[src/rtl/rhbs_bar_div.sv]
// Bar length divider: one quotient bit per cycle, result clamped to BAR_TOP.
// No dependencies; instanced by the top level once per channel.
`default_nettype none

module rhbs_bar_div #(
  parameter int COUNT_WIDTH = 32,
  parameter int BAR_TOP     = 511
) (
  input  wire logic                                        clk_i,
  input  wire logic                                        rst_ni,
  input  wire logic                                        start_i,
  input  wire logic [COUNT_WIDTH+$clog2(BAR_TOP+1)-1:0]    dividend_i,
  input  wire logic [COUNT_WIDTH-1:0]                      divisor_i,
  output logic                                             done_o,
  output logic      [$clog2(BAR_TOP+1)-1:0]                bar_o
);

  localparam int BAR_W  = $clog2(BAR_TOP + 1);
  localparam int PROD_W = COUNT_WIDTH + BAR_W;
  localparam int CNT_W  = $clog2(BAR_W + 1);
  localparam logic [BAR_W-1:0] BAR_MAX = BAR_W'(BAR_TOP);

  logic               busy_q, busy_d;
  logic               done_q, done_d;
  logic [CNT_W-1:0]   cnt_q, cnt_d;
  logic [COUNT_WIDTH-1:0] rem_q, rem_d;
  logic [COUNT_WIDTH-1:0] dvs_q, dvs_d;
  logic [BAR_W-1:0]   low_q, low_d;
  logic [BAR_W-1:0]   quo_q, quo_d;
  logic               over_q, over_d;

  logic [COUNT_WIDTH:0] trial;
  logic [COUNT_WIDTH:0] diff;
  logic                 ge;

  assign trial = {rem_q, low_q[BAR_W-1]};
  assign diff  = trial - {1'b0, dvs_q};
  assign ge    = (trial >= {1'b0, dvs_q});

  always_comb begin
    busy_d = busy_q;
    done_d = 1'b0;
    cnt_d  = cnt_q;
    rem_d  = rem_q;
    dvs_d  = dvs_q;
    low_d  = low_q;
    quo_d  = quo_q;
    over_d = over_q;
    if (start_i) begin
      // high part >= divisor means the quotient cannot fit: clamp later
      rem_d  = dividend_i[PROD_W-1:BAR_W];
      low_d  = dividend_i[BAR_W-1:0];
      over_d = (dividend_i[PROD_W-1:BAR_W] >= divisor_i);
      dvs_d  = divisor_i;
      quo_d  = '0;
      cnt_d  = CNT_W'(BAR_W);
      busy_d = 1'b1;
    end else if (busy_q) begin
      rem_d = ge ? diff[COUNT_WIDTH-1:0] : trial[COUNT_WIDTH-1:0];
      low_d = low_q << 1;
      quo_d = (quo_q << 1) | BAR_W'(ge);
      cnt_d = cnt_q - CNT_W'(1);
      if (cnt_q == CNT_W'(1)) begin
        busy_d = 1'b0;
        done_d = 1'b1;
      end
    end
  end

  always_ff @(posedge clk_i or negedge rst_ni) begin
    if (!rst_ni) begin
      busy_q <= 1'b0;
      done_q <= 1'b0;
      cnt_q  <= '0;
    end else begin
      busy_q <= busy_d;
      done_q <= done_d;
      cnt_q  <= cnt_d;
    end
  end

  always_ff @(posedge clk_i) begin
    rem_q  <= rem_d;
    dvs_q  <= dvs_d;
    low_q  <= low_d;
    quo_q  <= quo_d;
    over_q <= over_d;
  end

  assign done_o = done_q;
  assign bar_o  = (over_q || (quo_q > BAR_MAX)) ? BAR_MAX : quo_q;

endmodule

`default_nettype wire

[config.mk]
export PLATFORM = sky130hd
export DESIGN_NAME = rhbs_bar_div
export DESIGN_NICKNAME = d
export VERILOG_FILES = /design/src/rtl/rhbs_bar_div.sv
export SDC_FILE = /design/constraint.sdc
export NUM_CORES = 1
export LEC_CHECK = 0
export BUFFER_PORTS_ARGS = -buffer_cell sky130_fd_sc_hd__buf_2
export CORE_ASPECT_RATIO = 1.25
export CORE_UTILIZATION = 59
export DETAILED_ROUTE_END_ITERATION = 10
export GPL_ROUTABILITY_DRIVEN = 0
export GPL_TIMING_DRIVEN = 0
export HOLD_SLACK_MARGIN = 0.12
export PLACE_DENSITY = 0.77
export REMOVE_ABC_BUFFERS = 1
export SLEW_MARGIN = 40
export SYNTH_ARGS = -nofsm -noshare
export SYNTH_HDL_FRONTEND = slang
export SYNTH_SLANG_ARGS = --single-unit
[constraint.sdc]
create_clock -name clk_i -period 3.75 [get_ports clk_i]
set_input_delay 0.75 -clock clk_i [delete_from_list [all_inputs] [get_ports clk_i]]
set_output_delay 0.75 -clock clk_i [all_outputs]
set_load 0.02 [all_outputs]
* Word level (Yosys, flattened, before mapping)
Index checks and enable logic that the tools add are counted.
** Storage, ports and cells
- Bits in registers :: 89
- Input port bits :: 76
- Output and inout bits :: 10
** Cells by class
- $add $sub $neg :: 2
- $lt $le $gt $ge :: 3
- Equal/unequal tests :: 1
- Mux-type cells :: 14
- Bitwise operators :: 1
- Reductions and logical operators :: 2
** Operators with widths (number)
- two-way mux 32 bit :: 3
- >= comparator 33 x 32 -> 1 bit :: 1
- >= comparator 32 bit :: 1
- subtractor 32 bit :: 1
- two-way mux 9 bit :: 3
- greater-than comparator 9 bit, second input constant :: 1
- OR 9 x 1 -> 9 bit :: 1
- two-way mux 4 bit :: 2
- two-way mux 1 bit :: 6
- == test 4 x 1 -> 1 bit, second input constant :: 1
- subtractor 4 x 1 -> 4 bit, second input constant :: 1
- nonzero test 2 bit :: 1
- logical OR 1 bit :: 1

* Logic depth before layout (Yosys ltp)
- Depth after elaboration :: 4
- Depth in mapped cells :: 15
- Gate-level depth less buffers :: 13

* Worst setup path before layout
Ideal clock, no wire load.
- Path kind :: reg2reg
- From :: reg low_q[8]
- To :: reg rem_q[24], data pin
- Arrival time :: 2755 ps
- Required time :: 3476 ps
- Path slack :: 721 ps
- Cell stages (with the launch flop) :: 14
- Buffers on the path :: 0
- Period minus slack after synthesis :: 3029 ps
- Path through :: edfxtp_1 > inv_1 > ha_1 > inv_1 > fa_1 > a21o_1 > a221o_1 > a21oi_1 > and3_1 > o21bai_1 > a21oi_1 > mux2_2 > o21ai_0 > a31oi_1
** Between the ends
- Cells in the longest elaborated chain, start to end :: 4
- Elaborated cells between the ends (all ways) :: 5
- Those cells by class :: add/sub: 1; order compare: 1; mux: 3
** Ends and longest elaborated chain
- start, declared :: RTL line 28 : logic [BAR_W-1:0] low_q, low_d;
- start signal, assigned :: RTL line 85 : low_q <= low_d;
- subtractor 32 bit or >= comparator 33 x 32 -> 1 bit (tied branches) :: RTL line 37, 38
- two-way mux 32 bit * :: RTL line 59 : rem_d = ge ? diff[COUNT_WIDTH-1:0] : trial[COUNT_WIDTH-1:0];
- two-way mux 32 bit * :: RTL line 58 : end else if (busy_q) begin
- two-way mux 32 bit * :: RTL line 49 : if (start_i) begin
- named net rem_d[24] :: RTL line 26 : logic [COUNT_WIDTH-1:0] rem_q, rem_d;
- end signal, assigned :: RTL line 83 : rem_q <= rem_d;
- end, declared :: RTL line 26
The timed path passes the listed nets; every way through them passes the cells marked *. The select of a mux whose other input is x is not followed.
A chain may end at the register's enable or synchronous reset.

* Worst setup path after layout
Same ends and word-level chain as after synthesis.

==> results.md <==
- The run finished with clean final reports.
- The initial antenna violation count is 0.
- The wire length of the first global-routing pass is 23.69 mm.
- Across the run, the number of max-cap violations was 0.
- The main flop type after synthesis is sky130_fd_sc_hd__edfxtp_1.
- The type of destination of the critical path is a register.
- The met1 layer wirelength in the final routing is about 5.7 mm.
- Clock-pin slew was measured on the worst setup and hold paths at ~0.070 ns.
- The total via count after detailed routing is 5187.
- TritonCTS built the clock tree.
- The number of endpoints with negative hold slack in the final report was 0.
- The final design utilization is between 60 and 70%.
- The summed negative setup slack over all endpoints is 0 ns.
- The nature of the critical path startpoint is a register.
- The post-CTS resize count is 0.
- Once routing completed, OpenROAD measured the worst setup slack at 0.2555 ns.
- The worst path uses approximately 93% of the clock period.
- The mapped netlist covers 6322 um^2.
- No sink is reached through more buffers than the 2 on the longest clock path.
- The aggregate global routing overflow is 0.
- After synthesis, the mean cell area works out to 9.394 um^2.
- The die covers between 10000 and 15000 um^2.
- In the global route stage, overall resource usage came out at a little over a quarter.
- Setup repair after global routing left no endpoint under its margin.
- between 80 and 90 I/O pins were placed.
- For this run, design rule violations remaining after detail routing come to 0.
- Post-CTS timing repair inserted 0 buffers for setup.
- The type of the tightest min-delay check is primary input to async pin.
- The initial utilization of the core area, before any placement, comes to around 60%.
- After detailed routing, the average wire length per cell comes to approximately 16 um.
- The async set-or-reset flop fraction in the synthesized netlist is around 6.7%.
- The setup check on the worst reg-to-reg path leaves a slack of approximately 0.26 ns.
- For the worst flop-to-flop path, the logic depth is 13.
- Clock tree synthesis inserted a total of 9 buffers.
- Traced cell by cell, the critical path runs through inv_1 -> ha_1 -> inv_1 -> fa_1 -> a21o_1 -> a221o_1 -> a21oi_1 -> and3_1 -> o21bai_1 -> a21oi_1 -> mux2_2 -> o21ai_0 -> a31oi_1.
- The cell count after synthesis is between 600 and 700.
- The residual antenna-violating net count after detailed routing is 0.
- The highest clock rate is 286.2 MHz.
- The met2 routed wirelength is 7.378 mm.
- For this run, the slowest stage of the critical path takes roughly 0.42 ns.
- The startpoint of the worst register-to-register path is low_q[8].
- The number of clock sinks is just under 90.
- The biggest area consumer among synthesized cells is sky130_fd_sc_hd__edfxtp_1.
- The later pin in the worst-skew pair is clocked with a latency of roughly 0.34 ns.
- Detailed routing placed a total of about 700 um of wire on met3.
- The total iterations of the first detailed-routing run is 5.
- The synthesized flop and latch total is 89.
- At the pin with the least slew margin, the transition time is 0.7734 ns.
- After the last flow step, the layout net total stands at 885.
- The cell type of the slowest stage on the worst timing path is sky130_fd_sc_hd__edfxtp_1.
- Ranked by total cell area, the synthesized netlist is headed by sky130_fd_sc_hd__edfxtp_1 (35%), sky130_fd_sc_hd__ha_1 (13%), sky130_fd_sc_hd__inv_1 (4.5%).
- The area share of the leading cell type in the synthesized netlist is between 30% and 40%.
- After clock tree synthesis, the flow added hold-fix buffers numbering 0.
- IR analysis of the VDD net gives a maximum drop of around 0.41 mV.
- The number of synthesized flops with an enable pin is between 70 and 80.
- Setup violations remaining at the end of the flow were counted as 0.
- The tightest hold path in the finished design has a slack of about 0.22 ns.
- The maximum fanout count along the critical path is 4.
- During synthesis, Yosys emitted a total of 0 warnings.
- The maximum level of the CTS H-tree is 3.
- The number of global-route vias before repair was approximately 5400.
- The data required time of the worst path is 3.82 ns.
- The die is ~95 um wide.
- Data arrives at the worst endpoint at around 3.6 ns.
- Dividing the detail-routed via count by the number of cells gives 5.921.
- The height of the die is between 100 and 150 um.
- Entering global routing, the biggest net connects 47 pins.
- In this run the critical register-to-register path is captured at rem_q[24].
- Of the cells placed in the final design, the portion with a size suffix greater than 1 is 17.67%.
- On the final layout, the worst clock skew is between 0.01 and 0.015 ns.
- The cell at the root of the clock tree is sky130_fd_sc_hd__clkbuf_16.
- The sum of net half-perimeters after detailed placement is roughly 10 mm.
- The number of design-rule violations left by the first detailed-router iteration is approximately 340.
- The leakage power of the design is between 0.003 and 0.004 uW.
- The top metal layer carrying routed signals is met4.
- The floorplan step defined a core boundary enclosing between 10000 and 15000 um^2.
- Input and output buffers added on the ports amount to 85.
- Relative to the synthesized area, the layout overhead comes to 12.35%.
- The setup slack at placement is between 0.1 and 0.15 ns.
- Summed over all layers, the routed wires come to roughly 14 mm.
- The final max-slew violation count is 0.
- Summing the sequential cell areas from Yosys gives between 40% and 50% of the chip area.
- The repair_antennas step left the layout with diodes totalling 0.
- The netlist uses around 60 different library cells.
- Dividing total power by cell area gives a power density of approximately 740 nW/um^2.
- The worst pin sits at a relative slew slack of a little under half.
- The sum of internal, switching and leakage power is ~5200 uW.
- The class of the most critical setup path is register to register.
- The number of core rows is 41.
- The routed design could run at a clock period as short as approximately 3.5 ns.
==> cells in the mapped netlist (all sizes together) (3+ instances only) <==
library cell,count
dfrtp,6
a21oi,43
a221oi,3
xor2,10
nand3,15
nor2b,4
a2bb2oi,6
a21o,30
inv,77
o21a,3
and2,3
o21bai,5
nand2,63
nand2b,11
or2,10
a221o,3
and3,5
buf,12
a31oi,20
dfxtp,9
nor2,60
mux2,10
a211oi,4
xnor2,19
o2111ai,3
o21ai,26
nand4,13
o211ai,3
clkbuf,16
nor3,4
edfxtp,74
ha,66
a2111oi,3
mux2i,12
==> cell usage in the layout (no fill, tap or decap), types with 3 or more instances in the layout <==
master | netlist | final
sky130_fd_sc_hd__nand4_1 | 13 | 13
sky130_fd_sc_hd__o211ai_1 | 3 | 3
sky130_fd_sc_hd__mux2_2 | 10 | 10
sky130_fd_sc_hd__nand2_1 | 63 | 62
sky130_fd_sc_hd__mux2i_1 | 12 | 12
sky130_fd_sc_hd__a21o_1 | 30 | 30
sky130_fd_sc_hd__nand3_1 | 15 | 15
sky130_fd_sc_hd__xor2_1 | 10 | 10
sky130_fd_sc_hd__nand2b_1 | 11 | 11
sky130_fd_sc_hd__inv_6 | 0 | 3
sky130_fd_sc_hd__nor3_1 | 4 | 4
sky130_fd_sc_hd__a221o_1 | 3 | 3
sky130_fd_sc_hd__clkbuf_16 | 0 | 9
sky130_fd_sc_hd__o2111ai_1 | 3 | 3
sky130_fd_sc_hd__o21a_1 | 3 | 3
sky130_fd_sc_hd__nor2b_1 | 4 | 4
sky130_fd_sc_hd__a221oi_1 | 3 | 3
sky130_fd_sc_hd__xnor2_1 | 19 | 19
sky130_fd_sc_hd__dfrtp_1 | 6 | 6
sky130_fd_sc_hd__buf_2 | 6 | 84
sky130_fd_sc_hd__edfxtp_1 | 74 | 74
sky130_fd_sc_hd__inv_1 | 76 | 76
sky130_fd_sc_hd__a2bb2oi_1 | 6 | 6
sky130_fd_sc_hd__o21ai_0 | 25 | 25
sky130_fd_sc_hd__o21bai_1 | 5 | 5
sky130_fd_sc_hd__and3_1 | 5 | 5
sky130_fd_sc_hd__a31oi_1 | 20 | 20
sky130_fd_sc_hd__nor2_1 | 59 | 59
sky130_fd_sc_hd__ha_1 | 66 | 66
sky130_fd_sc_hd__a21oi_1 | 42 | 42
sky130_fd_sc_hd__a211oi_1 | 3 | 3
sky130_fd_sc_hd__dfxtp_1 | 9 | 9
sky130_fd_sc_hd__or2_2 | 10 | 9
==> flip-flops by register name (all words and copies together) (netlist names) <==
register,count
busy_q,1
cnt_q,4
done_o,1
dvs_q,32
low_q,9
over_q,1
quo_q,9
rem_q,32
==> through the flow <==
stage | area (um^2) | instances
floorplan | 6190 | 645
global placement | 6777 | 859
detailed placement | 6814 | 860
CTS | 7102 | 876
global route | 7103 | 876
finish | 7103 | 876
==> per-layer routing <==
layer  global-route usage (%)  vias up
li1                         -     2539
met1                    29.53     2446
met2                    49.18      164
met3                    5.556       38
met4                    12.31        0
met5                        0        -
==> worst max path at each step <==
stage	slack [ns]	from	depth (start not counted)	to
2_1_floorplan	0.51	rem_q[25]	10	rem_q[0]
3_3_place_gp	-0.28	rem_q[5]	10	rem_q[0]
3_5_place_dp	0.10	rem_q[5]	10	rem_q[10]
4_1_cts	0.09	rem_q[5]	10	rem_q[10]
5_1_grt	0.07	low_q[8]	13	rem_q[24]
6_report	0.26	low_q[8]	13	rem_q[24]
==> final cells by class <==
| cell class | count | area, um^2 |
|---|---|---|
| clock buffer | 10 | 239.0 |
| clock inverter | 6 | 48.80 |
| fill | 815 | 3157 |
| inverter | 77 | 291.5 |
| multi-input combinational | 479 | 3362 |
| sequential | 89 | 2552 |
| tap | 129 | 161.4 |
| timing repair buffer | 86 | 447.9 |
==> critical path: cells and delay by family (launching register included) <==
family | cells | cell delay [ns]
AO/OA/AOI/OAI | 7 | 1.49
adder cells (fa/ha/maj) | 2 | 0.55
flip-flops | 1 | 0.42
multiplexers | 1 | 0.37
AND/OR/NAND/NOR | 1 | 0.24
buffers and inverters | 2 | 0.14
==> cells by family after synthesis <==
| logic type | synth area share (%) |
|---|---|
| compound gates | 17.08 |
| xor+xnor | 4.017 |
| fa+ha+maj | 13.38 |
| buf+inv | 6.669 |
| flops | 40.37 |
| mux | 3.681 |
| simple gates | 14.80 |
==> power breakdown <==
| part | internal (uW) | switching [uW] | total [uW] |
|---|---|---|---|
| Clock | 476 | 397 | 873 |
| Combinational | 1160 | 1620 | 2780 |
| Sequential | 1420 | 174 | 1600 |
| Total | 3060 | 2190 | 5250 |
(Power assumes the default switching activity.)
